--- src/rtl/pru_pkg.sv ---
`timescale 1ns / 1ps
// ----------------------------------------------------------------------------
// pru_pkg
// Shared constants, codes and types of the PNG row unfilter unit.
// ----------------------------------------------------------------------------
package pru_pkg;

   // Line store and pixel geometry
   localparam int MAX_ROW_BYTES   = 8192;
   localparam int MAX_PIXEL_BYTES = 8;

   // Field widths fixed by the interface
   localparam int BYTE_W      = 8;
   localparam int ROW_BYTES_W = 14;
   localparam int PIX_W       = 4;
   localparam int CSR_IDX_W   = 1;
   localparam int CSR_DATA_W  = ROW_BYTES_W;

   // Derived widths
   localparam int COL_W     = $clog2(MAX_ROW_BYTES);
   localparam int CNT_W     = COL_W + 1;
   localparam int RB_W      = (ROW_BYTES_W > CNT_W) ? ROW_BYTES_W : CNT_W;
   localparam int PIX_SEL_W = (MAX_PIXEL_BYTES > 1) ? $clog2(MAX_PIXEL_BYTES) : 1;

   // Register indexes
   localparam logic [CSR_IDX_W-1:0] CSR_ROW_BYTES   = 1'b0;
   localparam logic [CSR_IDX_W-1:0] CSR_PIXEL_BYTES = 1'b1;

   // Largest defined filter code
   localparam logic [BYTE_W-1:0] FILT_CODE_MAX = 8'd4;

   typedef enum logic [2:0] {
      FILT_NONE  = 3'd0,
      FILT_SUB   = 3'd1,
      FILT_UP    = 3'd2,
      FILT_AVG   = 3'd3,
      FILT_PAETH = 3'd4
   } filter_type;

   // Item held between the address stage and the reconstruction stage
   typedef struct packed {
      logic                is_type;
      filter_type          filter;
      logic [BYTE_W-1:0]   data;
      logic                zero_b;
      logic                row_end;
      logic [COL_W-1:0]    addr;
   } s1_item_type;

   // Line store write port
   typedef struct packed {
      logic                en;
      logic [COL_W-1:0]    addr;
      logic [BYTE_W-1:0]   data;
   } ram_wr_type;

endpackage

--- src/rtl/pru_if.sv ---


interface pru_rsp_if;
   logic                       valid;
   logic                       ready;
   logic [pru_pkg::BYTE_W-1:0] pixel_byte;
   logic                       row_end;

   modport source (output valid, output pixel_byte, output row_end, input ready);
   modport sink   (input valid, input pixel_byte, input row_end, output ready);
endinterface

--- src/rtl/pru_recon.sv ---
`timescale 1ns / 1ps
// ----------------------------------------------------------------------------
// pru_recon
// Reconstruction stage: predictor, left/upper-left history, line store
// write-back and the output register.
// ----------------------------------------------------------------------------
module pru_recon (
   input  logic                              clock,
   input  logic                              reset,
   input  logic                              s1_valid,
   input  pru_pkg::s1_item_type              s1_item,
   input  logic [pru_pkg::BYTE_W-1:0]        rd_data,
   input  logic [pru_pkg::PIX_SEL_W-1:0]     pix_sel,
   output logic                              s1_move,
   output pru_pkg::ram_wr_type               wr,
   pru_rsp_if.source                         rsp_chan
);

   logic [pru_pkg::BYTE_W-1:0] left_ff [pru_pkg::MAX_PIXEL_BYTES];
   logic [pru_pkg::BYTE_W-1:0] uleft_ff [pru_pkg::MAX_PIXEL_BYTES];
   logic                       out_valid_ff;
   logic [pru_pkg::BYTE_W-1:0] out_byte_ff;
   logic                       out_end_ff;

   logic [pru_pkg::BYTE_W-1:0] a, b, c, pred, x;
   logic [pru_pkg::BYTE_W:0]   ab_sum;
   logic signed [9:0]          pa, pb, pc;
   logic                       out_free;
   logic                       data_move;
   logic                       type_move;

   function automatic logic signed [9:0] abs10(input logic signed [9:0] v);
      abs10 = (v < 0) ? -v : v;
   endfunction

   // neighbors
   always_comb begin
      a = left_ff[pix_sel];
      c = uleft_ff[pix_sel];
      b = s1_item.zero_b ? '0 : rd_data;
   end

   // predictor
   always_comb begin
      ab_sum = {1'b0, a} + {1'b0, b};
      pa = abs10($signed({2'b00, b}) - $signed({2'b00, c}));
      pb = abs10($signed({2'b00, a}) - $signed({2'b00, c}));
      pc = abs10($signed({2'b00, a}) + $signed({2'b00, b}) - $signed({1'b0, c, 1'b0}));
      unique case (s1_item.filter)
         pru_pkg::FILT_SUB:   pred = a;
         pru_pkg::FILT_UP:    pred = b;
         pru_pkg::FILT_AVG:   pred = ab_sum[pru_pkg::BYTE_W:1];
         pru_pkg::FILT_PAETH: begin
            if (pa <= pb && pa <= pc) begin
               pred = a;
            end else if (pb <= pc) begin
               pred = b;
            end else begin
               pred = c;
            end
         end
         default:             pred = '0;
      endcase
      x = s1_item.data + pred;
   end

   // stage handshake: type bytes leave freely, data bytes need output room
   always_comb begin
      out_free  = !out_valid_ff || rsp_chan.ready;
      s1_move   = s1_valid && (s1_item.is_type || out_free);
      data_move = s1_move && !s1_item.is_type;
      type_move = s1_move && s1_item.is_type;
   end

   // line store write-back
   always_comb begin
      wr.en   = data_move;
      wr.addr = s1_item.addr;
      wr.data = x;
   end

   // left and upper-left history, newest first
   always_ff @(posedge clock) begin
      if (reset || type_move) begin
         for (int k = 0; k < pru_pkg::MAX_PIXEL_BYTES; k++) begin
            left_ff[k]  <= '0;
            uleft_ff[k] <= '0;
         end
      end else if (data_move) begin
         for (int k = pru_pkg::MAX_PIXEL_BYTES - 1; k > 0; k--) begin
            left_ff[k]  <= left_ff[k-1];
            uleft_ff[k] <= uleft_ff[k-1];
         end
         left_ff[0]  <= x;
         uleft_ff[0] <= b;
      end
   end

   // output register
   always_ff @(posedge clock) begin
      if (reset) begin
         out_valid_ff <= 1'b0;
      end else if (data_move) begin
         out_valid_ff <= 1'b1;
      end else if (rsp_chan.ready) begin
         out_valid_ff <= 1'b0;
      end
   end

   always_ff @(posedge clock) begin
      if (data_move) begin
         out_byte_ff <= x;
         out_end_ff  <= s1_item.row_end;
      end
   end

   assign rsp_chan.valid      = out_valid_ff;
   assign rsp_chan.pixel_byte = out_byte_ff;
   assign rsp_chan.row_end    = out_end_ff;

endmodule
--- src/flat_wrapper.sv ---
// flat-port wrapper written by rule: the top's interface ports become plain ports
module pru_recon_flat 
  (clock, reset, s1_valid, s1_item, rd_data, pix_sel, s1_move, wr, rsp_chan_valid, rsp_chan_pixel_byte, rsp_chan_row_end, rsp_chan_ready);
  pru_rsp_if rsp_chan_i ();
  input  logic clock;
  input  logic reset;
  input  logic s1_valid;
  input  pru_pkg::s1_item_type s1_item;
  input  logic [pru_pkg::BYTE_W-1:0] rd_data;
  input  logic [pru_pkg::PIX_SEL_W-1:0] pix_sel;
  output logic s1_move;
  output pru_pkg::ram_wr_type wr;
  output wire logic [$bits(rsp_chan_i.valid)-1:0] rsp_chan_valid;
  output wire logic [$bits(rsp_chan_i.pixel_byte)-1:0] rsp_chan_pixel_byte;
  output wire logic [$bits(rsp_chan_i.row_end)-1:0] rsp_chan_row_end;
  input wire logic [$bits(rsp_chan_i.ready)-1:0] rsp_chan_ready;
  assign rsp_chan_valid = rsp_chan_i.valid;
  assign rsp_chan_pixel_byte = rsp_chan_i.pixel_byte;
  assign rsp_chan_row_end = rsp_chan_i.row_end;
  assign rsp_chan_i.ready = rsp_chan_ready;
  pru_recon u_core (.clock(clock), .reset(reset), .s1_valid(s1_valid), .s1_item(s1_item), .rd_data(rd_data), .pix_sel(pix_sel), .s1_move(s1_move), .wr(wr), .rsp_chan(rsp_chan_i));
endmodule
--- config.mk ---
export PLATFORM = sky130hd
export DESIGN_NAME = pru_recon_flat
export DESIGN_NICKNAME = d
export VERILOG_FILES = /design/src/rtl/pru_pkg.sv /design/src/rtl/pru_if.sv /design/src/rtl/pru_recon.sv /design/src/flat_wrapper.sv
export SDC_FILE = /design/constraint.sdc
export NUM_CORES = 1
export LEC_CHECK = 0
export BUFFER_PORTS_ARGS = -buffer_cell sky130_fd_sc_hd__buf_2
export CAP_MARGIN = 5
export CELL_PAD_IN_SITES_DETAIL_PLACEMENT = 2
export CELL_PAD_IN_SITES_GLOBAL_PLACEMENT = 2
export CORE_MARGIN = 8
export CORE_UTILIZATION = 40
export CTS_CLUSTER_DIAMETER = 60
export DETAILED_ROUTE_END_ITERATION = 7
export PLACE_DENSITY_LB_ADDON = 0.3
export SETUP_SLACK_MARGIN = 0.2
export SYNTH_ARGS = -nofsm -noshare
export SYNTH_HDL_FRONTEND = slang
export SYNTH_SLANG_ARGS = --single-unit
--- constraint.sdc ---
create_clock -name clock -period 15.62 [get_ports clock]
set_clock_uncertainty 0.2 [all_clocks]
set_input_delay 2.343 -clock clock [delete_from_list [all_inputs] [get_ports clock]]
set_output_delay 2.343 -clock clock [all_outputs]
set_load 0.02 [all_outputs]
* After elaboration in Yosys (flattened, before gate mapping)
Memories as Yosys holds them, arrays and structs flattened.
Index checks and enable logic that the tools add are counted.
** Word-level totals
- Memory bits (writable) :: 128
- Memories :: 2
- Register bits :: 10
** Memory list
- u_core.left_ff :: words 8, bits a word 8, rd ports 8, clocked after memory_dff 0, wr ports 8, RTL line pru_recon.sv:19 : logic [pru_pkg::BYTE_W-1:0] left_ff [pru_pkg::MAX_PIXEL_BYTES];
- u_core.uleft_ff :: words 8, bits a word 8, rd ports 8, clocked after memory_dff 0, wr ports 8, RTL line pru_recon.sv:20 : logic [pru_pkg::BYTE_W-1:0] uleft_ff [pru_pkg::MAX_PIXEL_BYTES];
** Operators by class
- Multiplexer cells :: 30
- Bitwise operators :: 16
- Add/sub/neg operators :: 9
- Reductions and logical operators :: 10
- Equality and inequality tests :: 4
- Magnitude comparators :: 6
** Operators with widths (number)
- 2-to-1 mux 8 bit :: 19
- one-hot mux 8 bit (4 select lines) :: 1
- less-or-equal comparator 10 bit :: 3
- 2-to-1 mux 10 bit :: 3
- negation 9 -> 10 bit :: 2
- adder 8 x 8 -> 9 bit :: 2
- < comparator 9 x 1 -> 1 bit, second input constant :: 2
- subtractor 8 x 8 -> 9 bit :: 2
- bitwise OR 1 bit :: 16
- < comparator 10 x 1 -> 1 bit, second input constant :: 1
- negation 10 bit :: 1
- subtractor 9 x 9 -> 10 bit :: 1
- adder 8 bit :: 1
- 2-to-1 mux 1 bit :: 7
- equality test 3 x 2 -> 1 bit, second input constant :: 2
- logical AND 1 bit :: 4
- equality test 3 x 1 -> 1 bit, second input constant :: 1
- equality test 3 bit, second input constant :: 1
- logical OR 1 bit :: 3
- zero test 1 bit :: 2
- nonzero test 2 bit :: 1

* Depth between registers and ports, before layout
- Depth after elaboration :: 11
- Depth in mapped cells :: 37
- Mapped depth without buffers :: 34

* Worst setup path after synthesis
OpenSTA, ideal clock, no wires.
- Kind :: input to output
- Start :: input pix_sel[0] (netlist bit)
- End :: output wr[7] (netlist bit)
- Buffers on the path :: 3
- Slack :: 2.784 ns
- Data arrival time :: 10.293 ns
- Cell stages on the path :: 32
- Cell sequence :: clkbuf_1 buf_1 buf_1 mux4_2 mux2i_1 inv_1 fa_1 ha_1 or3_4 o2bb2ai_4 o21ai_0 xor2_1 nor2_1 a31oi_1 xnor2_1 ha_1 a2111oi_0 nor2_1 mux2_4 o21ai_4 mux2i_1 mux2i_1 o221ai_1 ha_1 a21o_1 a21oi_1 o21bai_1 a21oi_1 o21bai_1 a21oi_1 xnor2_1 xnor2_1
** RTL lines
- start: declaration :: RTL line flat_wrapper.sv:10 : input logic [pru_pkg::PIX_SEL_W-1:0] pix_sel;
- end: declaration :: RTL line flat_wrapper.sv:12 : output pru_pkg::ram_wr_type wr;

==> results summary <==
The run finished with clean final reports. The number of max-cap violations came out at 0. In the final routed layout, each cell accounts on average for ~24 um. STA classifies the critical path startpoint as an input pin.

During synthesis, Yosys emitted a total of 0 warnings. The placeable core region is 0.0235 mm2. The most common library cell in the layout ignoring fill and taps is sky130_fd_sc_hd__edfxtp_1. Derived from the worst setup path, the maximum achievable clock frequency is 0.0720 GHz. The endpoint kind of the worst setup timing path is an output pin.

The cell count of the worst hold path is 2. The clock network fraction of design power came out at 27.4%. The power share of the combinational group is between 40% and 50%. The synthesized area came out at between 0.009 and 0.01 mm2. The worst voltage drop across the vdd grid came out at 87.1 uV.

The worst min-delay path category is reg2reg. The fraction of met1 tracks used by global routing is a little under a quarter. For the pin with the worst max-slew slack, the measured transition is about 960 ps.

The relative area change from synthesis to final layout is 11.6%. In this run the vertical extent of the chip is 171 um. The proportion of total power due to net switching came out at about two fifths.

The top cell types in the final layout, fill and taps aside, are sky130_fd_sc_hd__edfxtp_1 (137), sky130_fd_sc_hd__and2_1 (121), sky130_fd_sc_hd__ha_1 (70). The highest fanout seen on the critical path is 18. The layout has approximately 2400 filler cells. For this configuration, the core starts out at a cell density of around two fifths. The first global-routing pass estimated 45100 um of wire. The arrival time of the worst setup path came out at 11350 ps. The portion of the post-synthesis area used by sequential elements is 43.2%.

The total routing resource utilization after global routing is 20.4%. The worst-skew pair later-pin latency is 440 ps. The worst setup path is of the in2out kind. The H-tree depth is 4. On the critical path, the stage with the largest delay is an instance of sky130_fd_sc_hd__a2111oi_0.

The count of hold buffers inserted by post-cts repair is 0. Summed over all layers, the global routing overflow is 0. After layout, the worst path uses 88.9% of the clock period. The sequential share of power came out at 27.6%.

The half-perimeter wire length of the detailed placement result is 20400 um. The number of distinct library cells after synthesis came out at 66. The cell at the root of the clock tree is sky130_fd_sc_hd__clkbuf_16. The remaining design rule violation count is 0.

Post-CTS repair changed the size of 0 cells. The minimum clock period came out at 13890 ps. The via count of the first global-routing pass came out at between 7000 and 8000. The post-layout net count came out at 983. The number of buffers created by CTS came out at 17. The met2 routing resource usage after global routing came out at between 30% and 40%. The remaining antenna violation count after routing is 0. The number of I/O pins is 75. The number of I/O port buffers came out at 48.

The first routing iteration left 313 violations. The global routing stage identified its most utilized layer as met2. The static leakage is 4.55 nW.

The final count of hold timing violations came out at 0. Routability-driven placement finished with a final weighted congestion of 0.822. TritonCTS built the clock tree. The power dissipated by switching net loads is about 0.65 mW. The routing usage on met3 is 4.52%. The number of vias in the routed layout came out at 6616. In the synthesized netlist the async set-or-reset flop fraction comes to 0%.

The pre-CTS setup slack is around 1900 ps. The number of synthesized register bits is 138. The number of antenna violations at the first check in global routing came out at 5. The post-detailed-routing wire length is 28800 um. The power density normalized to cell area came out at 151 mW/mm2. The number of enable-type register cells in the synthesized netlist came out at ~140.

In the synthesized netlist the dominant register cell turns out to be sky130_fd_sc_hd__edfxtp_1. Before antenna repair, the detailed router went through 4 iterations. The mean instance size in the synthesized netlist came out at approximately 12 um2. No sink is reached through more buffers than the 2 on the longest clock path. The die covers 0.0291 mm2. The accumulated negative setup slack came out at 0 ps. The horizontal die dimension is roughly 170 um. The headroom to the max-slew limit came out at 34.6%. The final antenna diode count is 0.

The final setup violation count came out at 0. The final-report max-slew violation count was 0. The count of buffers added by post-CTS timing repair for setup is 0. The pin count of the biggest net entering global routing came out at 88.

The worst reg-to-reg path cell count is 29. The required time of the critical path is about 13000 ps. Cells with a size suffix above 1 make up 17.0% of the layout. The number of sinks handled by clock tree synthesis is between 100 and 150. The cell count after synthesis is 827. Setup repair after global routing left no endpoint under its margin. The floorplan row count is 56. Using the TritonRoute via totals, the vias-per-cell ratio works out to about 5.6. The stage delay of the slowest cell on the critical path came out at 800 ps.

The internal power component came out at 0.965 mW. The final worst setup slack came out at 1730 ps. The clock-pin slew reported for the worst setup and hold paths after clock tree synthesis is 70 ps.
==> final cells by class <==
type                            instances  area, um2  share of cell area (%)
Clock buffer                           17        425                    3.98
Timing Repair Buffer                   53        278                    2.60
Sequential cell                       138       4130                    38.7
Inverter                               66        248                    2.32
Tap cell                              319        399                    3.74
Clock inverter                         15        199                    1.86
Multi-Input combinational cell        584       5000                    46.8
==> path summary, 6_finish.rpt <==
path	from	to	slack, ps
min	u_core.rsp_chan.valid	u_core.rsp_chan.valid	340
max reg2reg	u_core.uleft_ff[6][2]	u_core.left_ff[0][7]	6850
min reg2reg	u_core.rsp_chan.valid	u_core.rsp_chan.valid	340
max	pix_sel[0]	wr[7]	1730
==> critical path: cells and delay by family <==
kind	cells	cell delay [ps]
compound gates	12	3220
xor+xnor	4	850
fa+ha+maj	4	1380
buf+inv	4	1350
mux	5	1620
simple gates	3	540
==> cells in the mapped netlist (2+ instances only) <==
library cell	number	area share [%]
sky130_fd_sc_hd__edfxtp_1	137	43
sky130_fd_sc_hd__nand3_1	8	0.42
sky130_fd_sc_hd__a21o_1	17	1.3
sky130_fd_sc_hd__a31oi_1	5	0.33
sky130_fd_sc_hd__nand2b_1	20	1.3
sky130_fd_sc_hd__or2_2	3	0.20
sky130_fd_sc_hd__ha_1	70	9.1
sky130_fd_sc_hd__mux2_2	9	1.1
sky130_fd_sc_hd__nor2b_1	8	0.52
sky130_fd_sc_hd__xor2_1	17	1.6
sky130_fd_sc_hd__o21ai_0	20	1.0
sky130_fd_sc_hd__nand4_1	3	0.20
sky130_fd_sc_hd__and2_1	121	7.9
sky130_fd_sc_hd__xnor2_1	31	2.8
sky130_fd_sc_hd__o21a_1	8	0.63
sky130_fd_sc_hd__o221ai_1	2	0.18
sky130_fd_sc_hd__o31ai_1	2	0.16
sky130_fd_sc_hd__nor3_1	5	0.26
sky130_fd_sc_hd__a21oi_1	37	1.9
sky130_fd_sc_hd__o211ai_1	3	0.24
sky130_fd_sc_hd__mux4_2	32	7.5
sky130_fd_sc_hd__o22ai_1	8	0.52
sky130_fd_sc_hd__buf_4	15	1.2
sky130_fd_sc_hd__or3_1	2	0.13
sky130_fd_sc_hd__conb_1	2	0.078
sky130_fd_sc_hd__a211oi_1	2	0.16
sky130_fd_sc_hd__a2111oi_0	3	0.27
sky130_fd_sc_hd__mux2i_1	24	2.5
sky130_fd_sc_hd__a21oi_2	2	0.18
sky130_fd_sc_hd__inv_1	66	2.6
sky130_fd_sc_hd__nor2_1	42	1.6
sky130_fd_sc_hd__nand2_1	23	0.90
sky130_fd_sc_hd__clkbuf_1	21	0.82
sky130_fd_sc_hd__and3_1	4	0.26
sky130_fd_sc_hd__buf_1	5	0.20
sky130_fd_sc_hd__o21bai_1	10	0.78
sky130_fd_sc_hd__fa_1	11	2.3
==> through the flow <==
stage          area (um2)  hold WS (ps)  util (%)  total power [mW]  cells
6_report            10700           335      45.5              1.61   1192
4_1_cts             10700           342      45.5              1.63   1192
3_5_place_dp        10100           328      42.9              1.17   1160
3_3_place_gp        10100           307      42.9              1.12   1160
5_1_grt             10700           356      45.5              1.70   1192
2_1_floorplan        9580           318         -             0.973    829
==> registers in the layout (all words and copies together) (netlist names) <==
register and count:
u_core.rsp_chan.valid 1, u_core.uleft_ff 64, u_core.rsp_chan.row_end 1, u_core.left_ff 64, u_core.rsp_chan.pixel_byte 8
==> per-layer routing <==
metal | share of wire [%] | vias to the layer above | routed length [um]
met2 | 51 | 138 | 14800
li1 | - | 3025 | -
met5 | 0.23 | - | 67
met1 | 42 | 3373 | 12000
met4 | 2.9 | 10 | 848
met3 | 3.8 | 70 | 1100
==> cells by family after synthesis <==
logic type                 share of synthesized area, %
and+or+nand+nor                                    14.4
buffers and inverters                              4.78
xor gates and xnor gates                           4.85
adders and majority gates                          11.4
muxes                                              11.2
DFF                                                43.2
other                                            0.0784
AOI/OAI and AO/OA                                  10.1
==> power by group through the flow <==
stage / sequential (mW) / combinational [mW] / clock, mW
final: 0.445 / 0.726 / 0.441
after global routing: 0.447 / 0.797 / 0.460
after CTS: 0.445 / 0.730 / 0.450
after detailed placement: 0.451 / 0.718 / 0
after global placement: 0.448 / 0.668 / 0
after floorplan: 0.449 / 0.524 / 0
Power figures use the tool's default switching activity.
